===== config.mk =====
export PLATFORM = sky130hd
export DESIGN_NAME = crc8_packet_receiver_filter_unit
export DESIGN_NICKNAME = d
export VERILOG_FILES = /design/src/hdl/crc8prf_pkg.sv /design/src/hdl/crc8prf_front.sv /design/src/hdl/crc8prf_queue.sv /design/src/hdl/crc8prf_back.sv /design/src/hdl/crc8_packet_receiver_filter_unit.sv
export SDC_FILE = /design/constraint.sdc
export NUM_CORES = 1
export LEC_CHECK = 0
export BUFFER_PORTS_ARGS = -buffer_cell sky130_fd_sc_hd__buf_2
export CAP_MARGIN = 10
export CELL_PAD_IN_SITES_DETAIL_PLACEMENT = 0
export CELL_PAD_IN_SITES_GLOBAL_PLACEMENT = 1
export CORE_UTILIZATION = 51
export DETAILED_ROUTE_END_ITERATION = 8
export PLACE_DENSITY_LB_ADDON = 0.1
export SYNTH_ARGS = -nofsm -noshare
export SYNTH_HDL_FRONTEND = slang
export SYNTH_HIERARCHICAL = 1
export SYNTH_SLANG_ARGS = --single-unit

===== constraint.sdc =====
create_clock -name clock -period 6.46 [get_ports clock]
set_input_delay 1.292 -clock clock [delete_from_list [all_inputs] [get_ports clock]]
set_output_delay 1.292 -clock clock [all_outputs]
set_load 0.1 [all_outputs]

===== src/hdl/crc8prf_pkg.sv =====
// ----------------------------------------------------------------------------
// crc8prf_pkg
// shared types, constants and the crc-8 step for the framed packet receiver
// ----------------------------------------------------------------------------
`default_nettype none

package crc8prf_pkg;

   localparam logic [7:0] START_UNICAST   = 8'd72;
   localparam logic [7:0] START_MULTICAST = 8'd138;
   localparam logic [7:0] CRC_POLY        = 8'h07;
   localparam logic [7:0] LENGTH_INDEX    = 8'd4;

   localparam int QUEUE_DEPTH = 2;
   localparam int QPTR_W      = (QUEUE_DEPTH > 1) ? $clog2(QUEUE_DEPTH) : 1;
   localparam int QCNT_W      = $clog2(QUEUE_DEPTH + 1);

   typedef enum logic {
      CMD_BYTE = 1'b0,
      CMD_TICK = 1'b1
   } cmd_type;

   typedef enum logic [2:0] {
      ST_NONE       = 3'd0,
      ST_MCAST_OK   = 3'd1,
      ST_UCAST_OK   = 3'd2,
      ST_BAD_CRC    = 3'd3,
      ST_OTHER_ADDR = 3'd4,
      ST_BAD_START  = 3'd5,
      ST_TIMEOUT    = 3'd6
   } status_type;

   typedef enum logic {
      REG_NODE_ADDRESS  = 1'b0,
      REG_TIMEOUT_TICKS = 1'b1
   } reg_index_type;

   typedef struct packed {
      cmd_type    cmd;
      logic [7:0] data;
      logic       addr_hi_match;
      logic       addr_lo_match;
      logic       start_ucast;
      logic       start_mcast;
   } event_type;

   typedef struct packed {
      logic       strobe;
      logic [7:0] value;
      logic [7:0] index;
      logic       pkt_end;
      status_type status;
      logic       receiving;
   } result_type;

   function automatic logic [7:0] crc8_update(input logic [7:0] crc, input logic [7:0] b);
      logic [7:0] v;
      v = crc ^ b;
      for (int i = 0; i < 8; i++) begin
         if (v[7]) begin
            v = (v << 1) ^ CRC_POLY;
         end else begin
            v = v << 1;
         end
      end
      return v;
   endfunction

endpackage

`default_nettype wire


===== src/hdl/crc8prf_front.sv =====
// ----------------------------------------------------------------------------
// crc8prf_front
// input stage: takes words and tags them with start and address matches
// ----------------------------------------------------------------------------
`default_nettype none

module crc8prf_front (
   input  wire logic                   clock,
   input  wire logic                   reset,
   input  wire logic                   in_valid,
   output logic                        in_ready,
   input  wire crc8prf_pkg::cmd_type   in_cmd,
   input  wire logic [7:0]             in_data,
   input  wire logic [15:0]            node_address,
   output logic                        out_valid,
   input  wire logic                   out_ready,
   output crc8prf_pkg::event_type      out_event
);
   import crc8prf_pkg::*;

   logic      ev_valid_ff;
   logic      ev_valid_in;
   event_type ev_ff;
   event_type ev_in;
   logic      take;

   assign in_ready = !ev_valid_ff || out_ready;
   assign take     = in_valid && in_ready;

   always_comb begin
      ev_in.cmd           = in_cmd;
      ev_in.data          = in_data;
      ev_in.addr_hi_match = (in_data == node_address[15:8]);
      ev_in.addr_lo_match = (in_data == node_address[7:0]);
      ev_in.start_ucast   = (in_data == START_UNICAST);
      ev_in.start_mcast   = (in_data == START_MULTICAST);
      if (take) begin
         ev_valid_in = 1'b1;
      end else if (out_ready) begin
         ev_valid_in = 1'b0;
      end else begin
         ev_valid_in = ev_valid_ff;
      end
   end

   always_ff @(posedge clock) begin
      if (reset) begin
         ev_valid_ff <= 1'b0;
      end else begin
         ev_valid_ff <= ev_valid_in;
      end
   end

   always_ff @(posedge clock) begin
      if (take) begin
         ev_ff <= ev_in;
      end
   end

   assign out_valid = ev_valid_ff;
   assign out_event = ev_ff;

endmodule

`default_nettype wire


===== src/hdl/crc8prf_queue.sv =====
// ----------------------------------------------------------------------------
// crc8prf_queue
// short fifo of tagged words between the front and back stages
// ----------------------------------------------------------------------------
`default_nettype none

module crc8prf_queue (
   input  wire logic                   clock,
   input  wire logic                   reset,
   input  wire logic                   push_valid,
   output logic                        push_ready,
   input  wire crc8prf_pkg::event_type push_data,
   output logic                        pop_valid,
   input  wire logic                   pop_ready,
   output crc8prf_pkg::event_type      pop_data
);
   import crc8prf_pkg::*;

   event_type         slot_ff [QUEUE_DEPTH];
   logic [QPTR_W-1:0] wr_ptr_ff;
   logic [QPTR_W-1:0] wr_ptr_in;
   logic [QPTR_W-1:0] rd_ptr_ff;
   logic [QPTR_W-1:0] rd_ptr_in;
   logic [QCNT_W-1:0] count_ff;
   logic [QCNT_W-1:0] count_in;
   logic              push;
   logic              pop;

   assign push_ready = (count_ff != QCNT_W'(QUEUE_DEPTH));
   assign pop_valid  = (count_ff != '0);
   assign push       = push_valid && push_ready;
   assign pop        = pop_valid && pop_ready;
   assign pop_data   = slot_ff[rd_ptr_ff];

   always_comb begin
      wr_ptr_in = wr_ptr_ff;
      rd_ptr_in = rd_ptr_ff;
      count_in  = count_ff;
      if (push) begin
         wr_ptr_in = (wr_ptr_ff == QPTR_W'(QUEUE_DEPTH - 1)) ? '0 : wr_ptr_ff + 1'b1;
      end
      if (pop) begin
         rd_ptr_in = (rd_ptr_ff == QPTR_W'(QUEUE_DEPTH - 1)) ? '0 : rd_ptr_ff + 1'b1;
      end
      if (push && !pop) begin
         count_in = count_ff + 1'b1;
      end else if (pop && !push) begin
         count_in = count_ff - 1'b1;
      end
   end

   always_ff @(posedge clock) begin
      if (reset) begin
         wr_ptr_ff <= '0;
         rd_ptr_ff <= '0;
         count_ff  <= '0;
      end else begin
         wr_ptr_ff <= wr_ptr_in;
         rd_ptr_ff <= rd_ptr_in;
         count_ff  <= count_in;
      end
   end

   always_ff @(posedge clock) begin
      if (push) begin
         slot_ff[wr_ptr_ff] <= push_data;
      end
   end

endmodule

`default_nettype wire


===== src/hdl/crc8prf_back.sv =====
// ----------------------------------------------------------------------------
// crc8prf_back
// packet state, crc, classification, timeout and the result register
// ----------------------------------------------------------------------------
`default_nettype none

module crc8prf_back (
   input  wire logic                   clock,
   input  wire logic                   reset,
   input  wire logic                   ev_valid,
   output logic                        ev_ready,
   input  wire crc8prf_pkg::event_type ev,
   input  wire logic [7:0]             timeout_ticks,
   output logic                        res_valid,
   input  wire logic                   res_ready,
   output crc8prf_pkg::result_type     res
);
   import crc8prf_pkg::*;

   logic [7:0] pos_ff,  pos_in;
   logic [7:0] crc_ff,  crc_in;
   logic [7:0] flen_ff, flen_in;
   logic       ucast_ff, ucast_in;
   logic       mcast_ff, mcast_in;
   logic       ahi_ff,  ahi_in;
   logic       alo_ff,  alo_in;
   logic       armed_ff, armed_in;
   logic [7:0] ticks_ff, ticks_in;
   logic       res_valid_ff, res_valid_in;
   result_type res_ff, res_in;
   logic [7:0] flen_eff;
   logic       in_body;
   logic       crc_ok;
   logic       take;

   assign ev_ready = !res_valid_ff || res_ready;
   assign take     = ev_valid && ev_ready;

   always_comb begin
      pos_in   = pos_ff;
      crc_in   = crc_ff;
      flen_in  = flen_ff;
      ucast_in = ucast_ff;
      mcast_in = mcast_ff;
      ahi_in   = ahi_ff;
      alo_in   = alo_ff;
      armed_in = armed_ff;
      ticks_in = ticks_ff;
      flen_eff = (pos_ff == LENGTH_INDEX) ? ev.data : flen_ff;
      in_body  = (pos_ff < LENGTH_INDEX) || (pos_ff < flen_eff);
      crc_ok   = (crc_ff == ev.data);
      res_in.strobe    = 1'b0;
      res_in.value     = '0;
      res_in.index     = '0;
      res_in.pkt_end   = 1'b0;
      res_in.status    = ST_NONE;
      res_in.receiving = armed_ff;
      case (ev.cmd)
         CMD_BYTE: begin
            res_in.strobe = 1'b1;
            res_in.value  = ev.data;
            res_in.index  = pos_ff;
            ticks_in      = '0;
            flen_in       = flen_eff;
            if (in_body) begin
               if (pos_ff == 8'd0) begin
                  ucast_in = ev.start_ucast;
                  mcast_in = ev.start_mcast;
               end
               if (pos_ff == 8'd1) begin
                  ahi_in = ev.addr_hi_match;
               end
               if (pos_ff == 8'd2) begin
                  alo_in = ev.addr_lo_match;
               end
               crc_in           = crc8_update(crc_ff, ev.data);
               pos_in           = pos_ff + 8'd1;
               armed_in         = 1'b1;
               res_in.receiving = 1'b1;
            end else begin
               res_in.pkt_end = 1'b1;
               if (mcast_ff && crc_ok) begin
                  res_in.status = ST_MCAST_OK;
               end else if (ucast_ff && crc_ok && ahi_ff && alo_ff) begin
                  res_in.status = ST_UCAST_OK;
               end else if (!ucast_ff && !mcast_ff) begin
                  res_in.status = ST_BAD_START;
               end else if (!crc_ok) begin
                  res_in.status = ST_BAD_CRC;
               end else begin
                  res_in.status = ST_OTHER_ADDR;
               end
               pos_in           = '0;
               crc_in           = '0;
               armed_in         = 1'b0;
               res_in.receiving = 1'b0;
            end
         end
         CMD_TICK: begin
            if (armed_ff) begin
               if (ticks_ff >= timeout_ticks) begin
                  res_in.pkt_end   = 1'b1;
                  res_in.status    = ST_TIMEOUT;
                  res_in.receiving = 1'b0;
                  pos_in           = '0;
                  crc_in           = '0;
                  armed_in         = 1'b0;
                  ticks_in         = '0;
               end else begin
                  ticks_in = ticks_ff + 8'd1;
               end
            end
         end
         default: begin
            res_in.receiving = armed_ff;
         end
      endcase
      if (take) begin
         res_valid_in = 1'b1;
      end else if (res_ready) begin
         res_valid_in = 1'b0;
      end else begin
         res_valid_in = res_valid_ff;
      end
   end

   always_ff @(posedge clock) begin
      if (reset) begin
         pos_ff       <= '0;
         crc_ff       <= '0;
         flen_ff      <= '0;
         ucast_ff     <= 1'b0;
         mcast_ff     <= 1'b0;
         ahi_ff       <= 1'b0;
         alo_ff       <= 1'b0;
         armed_ff     <= 1'b0;
         ticks_ff     <= '0;
         res_valid_ff <= 1'b0;
      end else begin
         res_valid_ff <= res_valid_in;
         if (take) begin
            pos_ff   <= pos_in;
            crc_ff   <= crc_in;
            flen_ff  <= flen_in;
            ucast_ff <= ucast_in;
            mcast_ff <= mcast_in;
            ahi_ff   <= ahi_in;
            alo_ff   <= alo_in;
            armed_ff <= armed_in;
            ticks_ff <= ticks_in;
         end
      end
   end

   always_ff @(posedge clock) begin
      if (take) begin
         res_ff <= res_in;
      end
   end

   assign res_valid = res_valid_ff;
   assign res       = res_ff;

endmodule

`default_nettype wire


===== src/hdl/crc8_packet_receiver_filter_unit.sv =====
// ----------------------------------------------------------------------------
// crc8_packet_receiver_filter_unit
// framed packet receiver with crc-8 check, address filter and tick timeout
// ----------------------------------------------------------------------------
// req channel: one word per received byte (tuser 0) or timer tick (tuser 1),
// tdata carries the byte. rsp channel: exactly one word per req word, in
// order: the byte with its index and a strobe, and at the checksum byte or a
// timeout a word with tlast high and the packet status in tuser[3:1].
// csr channel: index 0 writes the 16-bit node address, index 1 the 8-bit
// timeout tick count; it is always ready, and the user must write it only while
// the block is idle; the block itself does not enforce this.
// path: a req word passes the input register, a queue entry and the result
// register in that order before it reaches the rsp channel; throughput one word
// per cycle while rsp_tready is high, set by the combinational crc byte step and
// classification in the back stage.
// reset clears the packet state, the queue and both valid flags; node address
// resets to 0 and the timeout to 1. when rsp_tready is low the result
// register holds, the queue fills, then req_tready drops; nothing is lost.
// ----------------------------------------------------------------------------
`default_nettype none

module crc8_packet_receiver_filter_unit (
   input  wire logic        clock,
   input  wire logic        reset,
   input  wire logic        req_tvalid,
   output logic             req_tready,
   input  wire logic [7:0]  req_tdata,   // [7:0] data_byte
   input  wire logic        req_tuser,   // [0] cmd
   output logic             rsp_tvalid,
   input  wire logic        rsp_tready,
   output logic [23:0]      rsp_tdata,   // [7:0] byte_value, [15:8] byte_index, [16] receiving
   output logic [3:0]       rsp_tuser,   // [0] byte_strobe, [3:1] packet_status
   output logic             rsp_tlast,   // packet_end
   input  wire logic        csr_valid,
   output logic             csr_ready,
   input  wire logic        csr_index,
   input  wire logic [15:0] csr_data
);
   import crc8prf_pkg::*;

   logic [15:0] node_address_ff;
   logic [7:0]  timeout_ticks_ff;
   logic        fe_valid;
   logic        fe_ready;
   event_type   fe_event;
   logic        q_valid;
   logic        q_ready;
   event_type   q_event;
   result_type  res;

   assign csr_ready = 1'b1;

   always_ff @(posedge clock) begin
      if (reset) begin
         node_address_ff  <= '0;
         timeout_ticks_ff <= 8'd1;
      end else if (csr_valid) begin
         case (reg_index_type'(csr_index))
            REG_NODE_ADDRESS:  node_address_ff  <= csr_data;
            REG_TIMEOUT_TICKS: timeout_ticks_ff <= csr_data[7:0];
            default:           node_address_ff  <= node_address_ff;
         endcase
      end
   end

   crc8prf_front u_front (
      .clock        (clock),
      .reset        (reset),
      .in_valid     (req_tvalid),
      .in_ready     (req_tready),
      .in_cmd       (cmd_type'(req_tuser)),
      .in_data      (req_tdata),
      .node_address (node_address_ff),
      .out_valid    (fe_valid),
      .out_ready    (fe_ready),
      .out_event    (fe_event)
   );

   crc8prf_queue u_queue (
      .clock      (clock),
      .reset      (reset),
      .push_valid (fe_valid),
      .push_ready (fe_ready),
      .push_data  (fe_event),
      .pop_valid  (q_valid),
      .pop_ready  (q_ready),
      .pop_data   (q_event)
   );

   crc8prf_back u_back (
      .clock         (clock),
      .reset         (reset),
      .ev_valid      (q_valid),
      .ev_ready      (q_ready),
      .ev            (q_event),
      .timeout_ticks (timeout_ticks_ff),
      .res_valid     (rsp_tvalid),
      .res_ready     (rsp_tready),
      .res           (res)
   );

   assign rsp_tdata = {7'd0, res.receiving, res.index, res.value};
   assign rsp_tuser = {res.status, res.strobe};
   assign rsp_tlast = res.pkt_end;

   a_end_has_status: assert property (@(posedge clock) disable iff (reset)
      rsp_tvalid |-> (rsp_tlast == (rsp_tuser[3:1] != ST_NONE)))
      else $error("packet end and status disagree");

   a_end_leaves_idle: assert property (@(posedge clock) disable iff (reset)
      (rsp_tvalid && rsp_tlast) |-> !rsp_tdata[16])
      else $error("still receiving after packet end");

   a_tick_no_byte: assert property (@(posedge clock) disable iff (reset)
      (rsp_tvalid && !rsp_tuser[0]) |-> (rsp_tdata[15:0] == 16'd0))
      else $error("byte fields set on a tick word");

   a_byte_end_not_timeout: assert property (@(posedge clock) disable iff (reset)
      (rsp_tvalid && rsp_tuser[0]) |-> (rsp_tuser[3:1] != ST_TIMEOUT))
      else $error("timeout reported on a byte word");

endmodule

`default_nettype wire

==> out/summary.txt <==
Slew Viols, Final: 0
# H-tree levels: 4
ant diodes: 0
Core Footprint: 11500 um^2
Ys Warns: 6
syn avg cell area: 11.4 um^2
crit-path cells: inv_1 > ha_1 > nand2_1 > or4_1 > mux2i_1 > ha_1 > o211a_1 > a211oi_1 > a211oi_1 > a2111o_2 > nor2_2 > a221o_1
Clock Path Buffers: 2
CTS resizes: 0
Critical Path Sink Type: flip-flop
Worst Setup Slack, final: 2340 ps
Slowest Stage Delay on Critical Path: 690 ps
Startpoint Class: flip-flop
final hold violation count: 0
Worst Reg2Reg Path Length in Cells: 12
TNS Setup: 0 ps
asr flop ratio synth: 0%
Final Wtd Congestion: 0.787
grt ovf: 0
final WL: 11900 um
Final setup viols: 0
CP max-delay cell: or4_1
worst hold path type: reg2reg
Die Wd: 111 um
CTS Buf Count: 17
r2r endpoint: u_back/pos_ff[3]$_SDFFE_PP0P_
combinational share of power: 35.9%
CTS Sinks: 129
Ports: 63
Area Overhead vs Synth: 15.0%
Top FF cell, synth: dfxtp_1
Tmin final: 4120 ps
wire per inst: 16.0 um
most area-hungry cell type in the Yosys netlist: edfxtp_1
Leak Pwr: 0.00274 uW
worst r2r src: u_back/pos_ff[0]$_SDFFE_PP0P_
RSZ-0062 raised after global routing: false
Crit path arrival time: 4470 ps
vias: 3921
Placed Instances: 710
GRT Resource Usage Total: 20.5%
max-cap violations: 0
Yosys cell types: 55
synth top area cells: edfxtp_1 30%, dfxtp_1 22%, xnor2_1 5.0%, ha_1 4.9%, mux2i_1 3.8%
initial antenna violation count: 0
Crit Path Class: reg2reg
FF+latch count, synth: 129
max_slew headroom: 35.2%
Psw: 1280 uW
vias in the first global route: 3982
switching share of power: 38.8%
CTS tree: built
Clock transition at path regs: 60 ps
Fmax: 243 MHz
Die Height: 111 um
PwrDens: 470 nW/um^2
post-place setup slack: 2280 ps
clk_skew: 6.39 ps
worst reg-to-reg setup slack: 2340 ps
Core Rows: 39
layout cells sized above 1: 19.7%
post-route insts no fill: 742
Mapped Area: 6100 um^2
clk root buf: clkbuf_16
post-DP HPWL: 8340 um
share of power burned in registers: 34.0%
DR DRC count: 8
post-synthesis sequential area ratio: 52.3%
die area: 12400 um^2
P_int: 2020 uW
Mapped Cells: 534
clk_lat worst skew: 410 ps
worst vdd ir: 0.178 mV
CP Max Fanout: 16
number of synthesized flops with an enable pin: 61
final worst path period share: 63.8%
status: complete, but fails checks
nets@finish: 641
drt first pass iters: 6
failing checks: DRC
PortBufs: 54
Critical Path Source: u_back/pos_ff[0]$_SDFFE_PP0P_
Worst-Margin Slew: 970 ps
initial core utilization: 53.0%
global-route wire length before repair: 19600 um
post-synth top area share: 30.0%
Routed Antenna Nets: 0
CTS Hold Buffers Added: 0
crit path to: u_back/pos_ff[3]$_SDFFE_PP0P_
clock network power share: 30.1%
Critical Path RT: 6810 ps
initial drt markers: 187
Via-to-Cell Ratio: 5.28
pin count of the biggest net entering global routing: 44
Post-CTS Setup Bufs: 0
==> worst min path at each step <==
| stage | depth (start not counted) | startpoint | slack, ps | to |
|---|---|---|---|---|
| floorplan | 0 | u_front/out_event[0]$_DFFE_PP_ | 420 | u_queue/slot_ff[0][0]$_DFFE_PP_ |
| global placement | 0 | u_front/out_event[12]$_DFFE_PP_ | 420 | u_queue/slot_ff[1][12]$_DFFE_PP_ |
| detailed placement | 0 | u_front/out_event[12]$_DFFE_PP_ | 430 | u_queue/slot_ff[0][12]$_DFFE_PP_ |
| CTS | 0 | u_front/out_event[12]$_DFFE_PP_ | 440 | u_queue/slot_ff[0][12]$_DFFE_PP_ |
| global route | 0 | u_front/out_event[12]$_DFFE_PP_ | 450 | u_queue/slot_ff[0][12]$_DFFE_PP_ |
| finish | 0 | u_front/out_event[12]$_DFFE_PP_ | 440 | u_queue/slot_ff[0][12]$_DFFE_PP_ |
==> cell usage in the layout, fill, tap and decap left out, types with 13 or more instances in the layout <==
cell / netlist / layout
nand2b_1: 33 / 33
mux2i_1: 23 / 23
xnor2_1: 35 / 35
nand2_1: 23 / 23
inv_1: 23 / 23
clkbuf_16: 0 / 17
ha_1: 24 / 24
nor2b_1: 18 / 18
buf_2: 1 / 54
dfxtp_1: 68 / 68
nor2_1: 32 / 32
mux2_2: 13 / 13
edfxtp_1: 61 / 61
==> per-stage QoR <==
stage          hold slack, ps  power, uW  utilization [%]  area (um^2)
2_1_floorplan             421       2110                -         6120
3_3_place_gp              424       2300             55.6         6400
3_5_place_dp              435       2310             55.6         6400
4_1_cts                   442       3320             60.9         7020
5_1_grt                   450       3450             60.9         7020
6_report                  443       3300             60.9         7020
==> cells in the mapped netlist (3+ instances only) <==
| cell | instances |
|---|---|
| nand4_1 | 6 |
| and3_1 | 4 |
| dfxtp_1 | 68 |
| nor4_1 | 4 |
| nor2b_1 | 18 |
| or3_1 | 3 |
| o21ai_0 | 8 |
| a31oi_1 | 3 |
| nor2_1 | 32 |
| a22o_2 | 5 |
| nand2b_1 | 33 |
| xor2_1 | 12 |
| mux2_2 | 13 |
| buf_6 | 5 |
| o221ai_1 | 4 |
| buf_4 | 11 |
| o21ai_1 | 9 |
| clkbuf_1 | 12 |
| edfxtp_1 | 61 |
| nand3_1 | 12 |
| or2_2 | 4 |
| ha_1 | 24 |
| nand2_1 | 23 |
| inv_1 | 23 |
| xnor2_1 | 35 |
| a21oi_1 | 11 |
| nor3_1 | 4 |
| nand4bb_1 | 9 |
| a211oi_1 | 10 |
| a21o_1 | 4 |
| or4_1 | 5 |
| a221o_1 | 6 |
| mux2i_1 | 23 |
| and2_1 | 4 |
==> routing by layer <==
| metal | vias up | GRT usage (%) | wire length, um |
|---|---|---|---|
| met5 | - | 0 | 0 |
| met1 | 1817 | 24.9 | 5320 |
| met4 | 0 | 11.0 | 330 |
| met2 | 83 | 34.0 | 5810 |
| li1 | 1997 | - | - |
| met3 | 24 | 4.95 | 412 |
==> state kept, by name, indices dropped and copies added (netlist names), 2 cells and up, named ones only <==
name               cells
u_back/ticks_ff        8
u_back/pos_ff          8
u_front/out_event     13
node_address_ff       16
u_queue/count_ff       2
u_back/flen_ff         8
timeout_ticks_ff       8
u_back/res            22
u_back/crc_ff          8
u_queue/slot_ff       26
==> logic make-up (layout without fill, tap and decap cells) <==
group / count (synthesis) / after routing / synth area share, %
flops: 129 / 129 / 52.3
simple gates: 171 / 171 / 16.3
compound gates: 72 / 72 / 8.45
mux: 37 / 37 / 6.54
buf+inv: 52 / 111 / 4.51
fa+ha+maj: 24 / 24 / 4.92
other cells: 2 / 8 / 0.123
xor+xnor: 47 / 47 / 6.75
==> power groups by stage <==
stage	Sequential, uW	Clock [uW]	Combinational, uW
after floorplan	1480	0	630
after global placement	1130	0	1160
after detailed placement	1140	0	1180
after CTS	1120	1010	1190
after global routing	1140	1040	1270
final	1120	991	1180
==> critical path: cells and delay by family (launching register included) <==
family / cells / cell delay (ps)
AO/OA/AOI/OAI: 5 / 1460
adder cells (fa/ha/maj): 2 / 520
buffers and inverters: 1 / 160
flip-flops: 1 / 360
multiplexers: 1 / 320
AND/OR/NAND/NOR: 3 / 1220
==> cell type report <==
cell class | count | area (um^2)
Fill cell | 939 | 4500
Sequential cell | 129 | 3190
Multi-Input combinational cell | 359 | 2650
Clock buffer | 17 | 425
Timing Repair Buffer | 56 | 285
Clock inverter | 15 | 193
Tap cell | 143 | 179
Inverter | 23 | 86.3
(Power assumes the default switching activity.)
